--- config.mk ---
export PLATFORM = sky130hd
export DESIGN_NAME = sha256_hash_engine_flat
export DESIGN_NICKNAME = d
export VERILOG_FILES = /design/src/sha_pkg.sv /design/src/sha_if.sv /design/src/sha256_hash_engine.sv /design/src/flat_wrapper.sv
export SDC_FILE = /design/constraint.sdc
export NUM_CORES = 2
export LEC_CHECK = 0
export ABC_AREA = 1
export BUFFER_PORTS_ARGS = -buffer_cell sky130_fd_sc_hd__buf_2
export CAP_MARGIN = 20
export CORE_ASPECT_RATIO = 1.4
export CORE_MARGIN = 1.5
export CORE_UTILIZATION = 26
export DETAILED_ROUTE_END_ITERATION = 7
export GPL_TIMING_DRIVEN = 1
export PLACE_DENSITY = 0.5
export SYNTH_ARGS = -nofsm -noshare
export SYNTH_HDL_FRONTEND = slang
export SYNTH_SLANG_ARGS = --single-unit
--- constraint.sdc ---
create_clock -name clk -period 13.2 [get_ports clk]
set_input_delay 2.64 -clock clk [delete_from_list [all_inputs] [get_ports clk]]
set_output_delay 2.64 -clock clk [all_outputs]
set_load 0.05 [all_outputs]
--- src/sha_pkg.sv ---
// SHA-256/224 package: round constants, initial hashes, round functions.
// No dependencies.
package sha_pkg;

  localparam int WordW   = 32;
  localparam int Rounds  = 64;
  localparam logic OP_ABSORB   = 1'b0;
  localparam logic OP_FINALIZE = 1'b1;
  localparam logic MODE_256    = 1'b0;
  localparam logic MODE_224    = 1'b1;
  localparam logic [7:0] PAD_BYTE = 8'h80;
  localparam logic [5:0] LEN_POS  = 6'd56;

  typedef logic [31:0] word_t;

  function automatic word_t round_k(input logic [5:0] t);
    word_t k [64] = '{
      32'h428a2f98, 32'h71374491, 32'hb5c0fbcf, 32'he9b5dba5, 32'h3956c25b, 32'h59f111f1,
      32'h923f82a4, 32'hab1c5ed5, 32'hd807aa98, 32'h12835b01, 32'h243185be, 32'h550c7dc3,
      32'h72be5d74, 32'h80deb1fe, 32'h9bdc06a7, 32'hc19bf174, 32'he49b69c1, 32'hefbe4786,
      32'h0fc19dc6, 32'h240ca1cc, 32'h2de92c6f, 32'h4a7484aa, 32'h5cb0a9dc, 32'h76f988da,
      32'h983e5152, 32'ha831c66d, 32'hb00327c8, 32'hbf597fc7, 32'hc6e00bf3, 32'hd5a79147,
      32'h06ca6351, 32'h14292967, 32'h27b70a85, 32'h2e1b2138, 32'h4d2c6dfc, 32'h53380d13,
      32'h650a7354, 32'h766a0abb, 32'h81c2c92e, 32'h92722c85, 32'ha2bfe8a1, 32'ha81a664b,
      32'hc24b8b70, 32'hc76c51a3, 32'hd192e819, 32'hd6990624, 32'hf40e3585, 32'h106aa070,
      32'h19a4c116, 32'h1e376c08, 32'h2748774c, 32'h34b0bcb5, 32'h391c0cb3, 32'h4ed8aa4a,
      32'h5b9cca4f, 32'h682e6ff3, 32'h748f82ee, 32'h78a5636f, 32'h84c87814, 32'h8cc70208,
      32'h90befffa, 32'ha4506ceb, 32'hbef9a3f7, 32'hc67178f2};
    return k[t];
  endfunction

  function automatic word_t init_hash(input logic mode, input logic [2:0] i);
    word_t h256 [8] = '{32'h6a09e667, 32'hbb67ae85, 32'h3c6ef372, 32'ha54ff53a,
                        32'h510e527f, 32'h9b05688c, 32'h1f83d9ab, 32'h5be0cd19};
    word_t h224 [8] = '{32'hc1059ed8, 32'h367cd507, 32'h3070dd17, 32'hf70e5939,
                        32'hffc00b31, 32'h68581511, 32'h64f98fa7, 32'hbefa4fa4};
    return (mode == MODE_224) ? h224[i] : h256[i];
  endfunction

  function automatic word_t rotr(input word_t x, input int n);
    return (x >> n) | (x << (WordW - n));
  endfunction

  function automatic word_t ssig0(input word_t x);
    return rotr(x, 7) ^ rotr(x, 18) ^ (x >> 3);
  endfunction
  function automatic word_t ssig1(input word_t x);
    return rotr(x, 17) ^ rotr(x, 19) ^ (x >> 10);
  endfunction
  function automatic word_t bsig0(input word_t x);
    return rotr(x, 2) ^ rotr(x, 13) ^ rotr(x, 22);
  endfunction
  function automatic word_t bsig1(input word_t x);
    return rotr(x, 6) ^ rotr(x, 11) ^ rotr(x, 25);
  endfunction

endpackage

--- src/sha_if.sv ---
// Valid/ready channel interfaces for the SHA engine.
// No dependencies.
interface sha_in_if;
  logic       valid;
  logic       ready;
  logic       operation;
  logic [7:0] data_byte;
  modport source (output valid, operation, data_byte, input ready);
  modport sink   (input valid, operation, data_byte, output ready);
endinterface

interface sha_out_if;
  logic        valid;
  logic        ready;
  logic [31:0] digest_word;
  logic [2:0]  word_index;
  logic        last;
  modport source (output valid, digest_word, word_index, last, input ready);
  modport sink   (input valid, digest_word, word_index, last, output ready);
endinterface

interface sha_cfg_if;
  logic valid;
  logic ready;
  logic mode;
  modport source (output valid, mode, input ready);
  modport sink   (input valid, mode, output ready);
endinterface

--- src/sha256_hash_engine.sv ---
// SHA-256 / SHA-224 engine: byte absorb, padding, one round per cycle.
// Depends on sha_pkg and the channel interfaces in sha_if.sv.
//
// Channels: in_ch takes requests (operation, data_byte); an absorb request
// adds one byte, a finalize request pads the message and emits the digest on
// out_ch, 8 words for SHA-256 or 7 for SHA-224, index 0 first, last on the
// final word. cfg_ch writes the mode; that reloads the initial hash and
// drops any message in progress.
// Timing: an absorb that does not fill a block only stores the byte. A block fill
// runs the compression: the rounds in S_RND, then the chain update in S_ADD,
// one round of the shared round unit per cycle. Finalize pads a byte per
// cycle up to the length field, runs one or two compressions, then sends
// one digest word per accepted output cycle.
// in_ch.ready is low from a block fill or a finalize until all its work
// and output is done. When out_ch stalls the word is held and the engine
// waits. Reset loads the SHA-256 initial hash and clears the length.
module sha256_hash_engine
  import sha_pkg::*;
(
  input logic       clk,
  input logic       rst,
  sha_in_if.sink    in_ch,
  sha_out_if.source out_ch,
  sha_cfg_if.sink   cfg_ch
);

  localparam logic [2:0] S_IDLE = 3'd0;
  localparam logic [2:0] S_PAD  = 3'd1;
  localparam logic [2:0] S_RND  = 3'd2;
  localparam logic [2:0] S_ADD  = 3'd3;
  localparam logic [2:0] S_OUT  = 3'd4;

  logic [2:0]  state;
  logic        mode;
  logic        fin;       // compression belongs to finalize
  logic        extra;     // a second padded block follows
  word_t       chain [8];
  word_t       wv [8];
  word_t       win [16];
  word_t       blk [16];
  logic [5:0]  pos;
  logic [60:0] msg_len;
  logic [5:0]  rnd;
  logic [2:0]  oidx;

  logic        in_fire, cfg_fire, out_fire;
  logic        last_word;
  logic [63:0] bits;
  word_t       w_t, t1, t2, ch_f, maj_f;
  logic [3:0]  wa;

  assign in_ch.ready  = (state == S_IDLE) && !cfg_ch.valid;
  assign cfg_ch.ready = (state == S_IDLE);
  assign in_fire  = in_ch.valid && in_ch.ready;
  assign cfg_fire = cfg_ch.valid && cfg_ch.ready;
  assign out_fire = out_ch.valid && out_ch.ready;
  assign last_word = (mode == MODE_224) ? (oidx == 3'd6) : (oidx == 3'd7);
  assign bits = {msg_len, 3'b000};

  assign wa = rnd[3:0];
  always_comb begin
    if (rnd < 6'd16) w_t = win[wa];
    else w_t = ssig1(win[wa - 4'd2]) + win[wa - 4'd7] + ssig0(win[wa - 4'd15]) + win[wa];
    ch_f  = (wv[4] & wv[5]) ^ (~wv[4] & wv[6]);
    maj_f = (wv[0] & wv[1]) ^ (wv[0] & wv[2]) ^ (wv[1] & wv[2]);
    t1 = wv[7] + bsig1(wv[4]) + ch_f + round_k(rnd) + w_t;
    t2 = bsig0(wv[0]) + maj_f;
  end

  assign out_ch.valid       = (state == S_OUT);
  assign out_ch.digest_word = chain[oidx];
  assign out_ch.word_index  = oidx;
  assign out_ch.last        = last_word;

  always_ff @(posedge clk) begin
    if (rst) begin
      state   <= S_IDLE;
      mode    <= MODE_256;
      pos     <= '0;
      msg_len <= '0;
      rnd     <= '0;
      oidx    <= '0;
      fin     <= 1'b0;
      extra   <= 1'b0;
      for (int i = 0; i < 8; i++) chain[i] <= init_hash(MODE_256, 3'(i));
    end else begin
      unique case (state)
        S_IDLE: begin
          if (cfg_fire) begin
            mode    <= cfg_ch.mode;
            pos     <= '0;
            msg_len <= '0;
            for (int i = 0; i < 8; i++) chain[i] <= init_hash(cfg_ch.mode, 3'(i));
          end else if (in_fire) begin
            if (in_ch.operation == OP_ABSORB) begin
              blk[pos[5:2]][(3 - pos[1:0]) * 8 +: 8] <= in_ch.data_byte;
              msg_len <= msg_len + 61'd1;
              pos <= pos + 6'd1;
              if (pos == 6'd63) begin
                state <= S_RND;
                fin   <= 1'b0;
                extra <= 1'b0;
                rnd   <= '0;
                for (int i = 0; i < 16; i++) win[i] <= (i == 15) ?
                  {blk[15][31:8], in_ch.data_byte} : blk[i];
                for (int i = 0; i < 8; i++) wv[i] <= chain[i];
              end
            end else begin
              blk[pos[5:2]][(3 - pos[1:0]) * 8 +: 8] <= PAD_BYTE;
              extra <= (pos >= LEN_POS);
              fin   <= 1'b1;
              pos   <= pos + 6'd1;
              state <= S_PAD;
            end
          end
        end
        S_PAD: begin
          // zero fill to block end, or to the length field of the last block
          if (extra && pos == 6'd0) begin
            // pad byte closed the block
            for (int i = 0; i < 16; i++) win[i] <= blk[i];
            for (int i = 0; i < 8; i++) wv[i] <= chain[i];
            rnd   <= '0;
            state <= S_RND;
          end else if (!extra && pos == LEN_POS) begin
            blk[14] <= bits[63:32];
            blk[15] <= bits[31:0];
            for (int i = 0; i < 14; i++) win[i] <= blk[i];
            win[14] <= bits[63:32];
            win[15] <= bits[31:0];
            for (int i = 0; i < 8; i++) wv[i] <= chain[i];
            rnd   <= '0;
            state <= S_RND;
          end else begin
            blk[pos[5:2]][(3 - pos[1:0]) * 8 +: 8] <= 8'h00;
            pos <= pos + 6'd1;
            if (pos == 6'd63) begin
              for (int i = 0; i < 15; i++) win[i] <= blk[i];
              win[15] <= {blk[15][31:8], 8'h00};
              for (int i = 0; i < 8; i++) wv[i] <= chain[i];
              rnd   <= '0;
              state <= S_RND;
            end
          end
        end
        S_RND: begin
          if (rnd >= 6'd16) win[wa] <= w_t;
          wv[7] <= wv[6]; wv[6] <= wv[5]; wv[5] <= wv[4]; wv[4] <= wv[3] + t1;
          wv[3] <= wv[2]; wv[2] <= wv[1]; wv[1] <= wv[0]; wv[0] <= t1 + t2;
          rnd <= rnd + 6'd1;
          if (rnd == 6'(Rounds - 1)) state <= S_ADD;
        end
        S_ADD: begin
          for (int i = 0; i < 8; i++) chain[i] <= chain[i] + wv[i];
          if (!fin) state <= S_IDLE;
          else if (extra) begin
            extra <= 1'b0;
            pos   <= '0;
            state <= S_PAD;
          end else begin
            oidx  <= '0;
            state <= S_OUT;
          end
        end
        S_OUT: begin
          if (out_fire) begin
            oidx <= oidx + 3'd1;
            if (last_word) begin
              state   <= S_IDLE;
              pos     <= '0;
              msg_len <= '0;
              for (int i = 0; i < 8; i++) chain[i] <= init_hash(mode, 3'(i));
            end
          end
        end
        default: state <= S_IDLE;
      endcase
    end
  end

`ifndef SYNTHESIS
  a_ready_idle: assert property (@(posedge clk) disable iff (rst)
    in_ch.ready |-> (state == S_IDLE)) else $error("ready outside idle");
  a_fill_starts: assert property (@(posedge clk) disable iff (rst)
    (in_fire && in_ch.operation == OP_ABSORB && pos == 6'd63) |=> (state == S_RND && rnd == 6'd0))
    else $error("full block did not start compression");
  a_first_index: assert property (@(posedge clk) disable iff (rst)
    (state == S_OUT && $past(state) == S_ADD) |-> (oidx == 3'd0))
    else $error("digest does not start at word 0");
  a_last_end: assert property (@(posedge clk) disable iff (rst)
    (out_fire && out_ch.last) |=> (state == S_IDLE && pos == 6'd0))
    else $error("engine not reset after digest");
`endif

endmodule
--- src/flat_wrapper.sv ---
// flat-port wrapper written by rule: the top's interface ports become plain ports
module sha256_hash_engine_flat import sha_pkg::*;
  (clk, rst, in_ch_valid, in_ch_operation, in_ch_data_byte, in_ch_ready, out_ch_valid, out_ch_digest_word, out_ch_word_index, out_ch_last, out_ch_ready, cfg_ch_valid, cfg_ch_mode, cfg_ch_ready);
  sha_in_if in_ch_i ();
  sha_out_if out_ch_i ();
  sha_cfg_if cfg_ch_i ();
  input logic clk;
  input logic rst;
  input wire logic [$bits(in_ch_i.valid)-1:0] in_ch_valid;
  input wire logic [$bits(in_ch_i.operation)-1:0] in_ch_operation;
  input wire logic [$bits(in_ch_i.data_byte)-1:0] in_ch_data_byte;
  output wire logic [$bits(in_ch_i.ready)-1:0] in_ch_ready;
  output wire logic [$bits(out_ch_i.valid)-1:0] out_ch_valid;
  output wire logic [$bits(out_ch_i.digest_word)-1:0] out_ch_digest_word;
  output wire logic [$bits(out_ch_i.word_index)-1:0] out_ch_word_index;
  output wire logic [$bits(out_ch_i.last)-1:0] out_ch_last;
  input wire logic [$bits(out_ch_i.ready)-1:0] out_ch_ready;
  input wire logic [$bits(cfg_ch_i.valid)-1:0] cfg_ch_valid;
  input wire logic [$bits(cfg_ch_i.mode)-1:0] cfg_ch_mode;
  output wire logic [$bits(cfg_ch_i.ready)-1:0] cfg_ch_ready;
  assign in_ch_i.valid = in_ch_valid;
  assign in_ch_i.operation = in_ch_operation;
  assign in_ch_i.data_byte = in_ch_data_byte;
  assign in_ch_ready = in_ch_i.ready;
  assign out_ch_valid = out_ch_i.valid;
  assign out_ch_digest_word = out_ch_i.digest_word;
  assign out_ch_word_index = out_ch_i.word_index;
  assign out_ch_last = out_ch_i.last;
  assign out_ch_i.ready = out_ch_ready;
  assign cfg_ch_i.valid = cfg_ch_valid;
  assign cfg_ch_i.mode = cfg_ch_mode;
  assign cfg_ch_ready = cfg_ch_i.ready;
  sha256_hash_engine u_core (.clk(clk), .rst(rst), .in_ch(in_ch_i), .out_ch(out_ch_i), .cfg_ch(cfg_ch_i));
endmodule
==> metrics <==
status=complete, no violations; largest net degree at the start of global routing=217; dpl ws=slightly above 1 ns; Setup WS post-layout=about 0.66 ns; Initial Util=0.261; Worst Max-Slew Pin Slew=between 1 and 1.5 ns; post-CTS setup buffer count=0; Die X=around 550 microns; FF-to-FF setup slack=0.66 ns; element type at the critical path end=flip-flop; synthesized cell area=108000 sq um; Psw=between 10 and 15 mW; Fin Hold WS=0.466 ns; initial antenna violation count=26; synth warn=0; Worst VDD drop=between 200 and 300 uV; die area=~420000 sq um; Root Driver=clkbuf_16; GPL Wtd Cong=between 1 and 1.5; Clock Path Buffers=4; f_max=~80 MHz; clock insertion delay at the later pin of the skew report=around 0.94 ns; max-slew violations=0; vias=~100000; drt via density=5.33; Yosys top cell by area=edfxtp_1; Synth cell types=81; Final Hold Viols=0; most frequent cells in the layout=nand2_1 (2632), o21ai_0 (1732), inv_1 (1533), edfxtp_1 (1478), a21oi_1 (1232); max_slew headroom=0.160; # fillers=44200; Synth async-reset ratio=0; drt first pass iters=8; CP Max Fanout=17; Critical Path AT=approximately 13 ns; slowest CP cell=dfxtp_1; Sw Share=0.458; GRT Total Usage=0.250; PD cells=a little under 200 nW/um^2; total power draw=24.2 mW; post-synth top area share=0.412; io pins=54; Final min period=around 13 ns; CTS buffer count=~200; post-route insts no fill=roughly 18000; post-route clock period utilization=0.950; ys flop type=edfxtp_1; most common cell after layout, fill and taps aside=nand2_1; Syn Nets=~14000; Clk network pwr share=0.238; chip height=around 760 microns; Post-Place Cell Area=between 100000 and 150000 sq um; Setup Viol. Count Final=0; Post-synth EDFFs=approximately 1500; Post-Syn Instances=around 13000; post-DP HPWL=about 400 mm; CTS tree=done; Critical Path Start Type=flip-flop; DRC viols=0; Design Area, Final=121000 sq um; post_cts resized=0; worst path required time=between 10 and 15 ns; max incr delay on CP=around 0.81 ns; Leakage=47.9 nW; Nets=13500; placed insts=about 18000; share of layout cells above drive strength 1=0.0691; syn_area_per_cell=slightly above 8 sq um; row cnt=~280; DRT antenna net count=0; depth of the CTS H-tree=4; first-pass GRT wire length=741 mm; reported max-cap violation count=0; port buffer count=53; Tightest Hold Check Type=flip-flop to flip-flop; detailed-route wire length per cell=slightly below 30 microns; setup TNS=0 ns; vias in the first global route=94400; sequential share of power=0.246; sequential share of the synthesized area=0.439; Logic pwr share=0.515; cts hold-fix bufs=0; core area=413000 sq um; Setup CP Type=flip-flop to flip-flop; final core occ=0.294; Routed WL=~540 mm; Initial DRC Count=around 11000; Synth area leaders=edfxtp_1 (41%), nand2_1 (9.2%), o21ai_0 (8.1%); Area growth syn-to-layout=12.6%; RSZ-0062 raised after global routing=false; Worst-path clk slew=around 0.06 ns; flops & latches, synth=around 1600; Clock Skews=around 0.1 ns; grt ovf=0; internal power=13.1 mW; CTS sink cnt=roughly 1600
-- synthesized netlist by cell type, types with 25 or more instances --
master / number
nand2_1: 2652
dfxtp_1: 147
a31oi_1: 141
a221oi_1: 84
o211ai_1: 118
o221ai_1: 31
nor3_1: 134
o22ai_1: 144
o21ai_1: 90
edfxtp_1: 1478
xnor2_1: 156
fa_1: 195
nand3_1: 553
o311ai_0: 32
inv_2: 34
o21ai_0: 1738
a21o_1: 40
o2111ai_1: 27
a21oi_1: 1232
buf_2: 156
nor2_1: 634
xor2_1: 241
or2_2: 51
buf_1: 56
o21a_1: 49
ha_1: 398
inv_1: 1550
clkbuf_1: 460
nor4_1: 30
buf_4: 25
nand4_1: 66
-- cells by family after synthesis --
kind of cell / count (synthesis) / share of synthesized area
AND/OR/NAND/NOR: 4190 / 0.160
AO/OA/AOI/OAI: 3863 / 0.198
buffers and inverters: 2302 / 0.0835
flip-flops: 1625 / 0.439
adder cells (fa/ha/maj): 610 / 0.0840
XOR/XNOR: 398 / 0.0324
multiplexers: 31 / 0.00309
-- critical path, delay by kind of cell, from the launching register on --
family,cells,cell delay [ns]
flip-flops,1,0.81
buffers and inverters,11,1.87
adder cells (fa/ha/maj),9,3.69
AO/OA/AOI/OAI,18,3.72
XOR/XNOR,4,1.06
AND/OR/NAND/NOR,8,1.09
-- layout make-up --
type                            count  area, sq um  share of cell area
Multi-Input combinational cell   9092        52000               0.428
Sequential cell                  1625        47300               0.390
Tap cell                         5479         6860              0.0565
Inverter                         1595         6020              0.0496
Clock buffer                      244         5250              0.0433
Timing Repair Buffer              335         2610              0.0215
Clock inverter                    113         1300              0.0107
Antenna cell                       11         27.5            0.000227
-- state kept, by name (all words and copies together), names as in the netlist, named ones only --
name,flops
u_core.out_ch.word_index,3
u_core.state,3
u_core.win,512
u_core.mode,1
u_core.extra,1
u_core.wv,256
u_core.pos,6
u_core.blk,512
u_core.msg_len,61
u_core.fin,1
u_core.chain,256
u_core.rnd,6
-- power by group through the flow --
stage	Sequential, mW	Combinational (mW)	Clock, mW
2_1_floorplan	5.95	8.00	0
3_3_place_gp	6.06	12.4	0
3_5_place_dp	6.06	12.2	0
4_1_cts	5.95	12.3	5.80
5_1_grt	5.95	13.5	5.97
6_report	5.95	12.4	5.75
-- worst paths after layout --
check,from,endpoint,cells after the start
worst max register to register,u_core.rnd[1],u_core.wv[0][30],50
worst min-delay path,u_core.blk[4][19],u_core.win[4][19],2
worst min register to register,u_core.blk[4][19],u_core.win[4][19],2
worst max-delay path,u_core.rnd[1],u_core.wv[0][30],50
-- layer usage --
layer | GRT usage | vias to the layer above | share of wire
li1 | - | 44500 | -
met1 | 0.270 | 47900 | 0.35
met3 | 0.0374 | 1509 | 0.069
met5 | 0 | - | 0.00014
met2 | 0.443 | 4751 | 0.49
met4 | 0.189 | 12 | 0.090
Note: power is estimated with default switching activity, not from simulation.
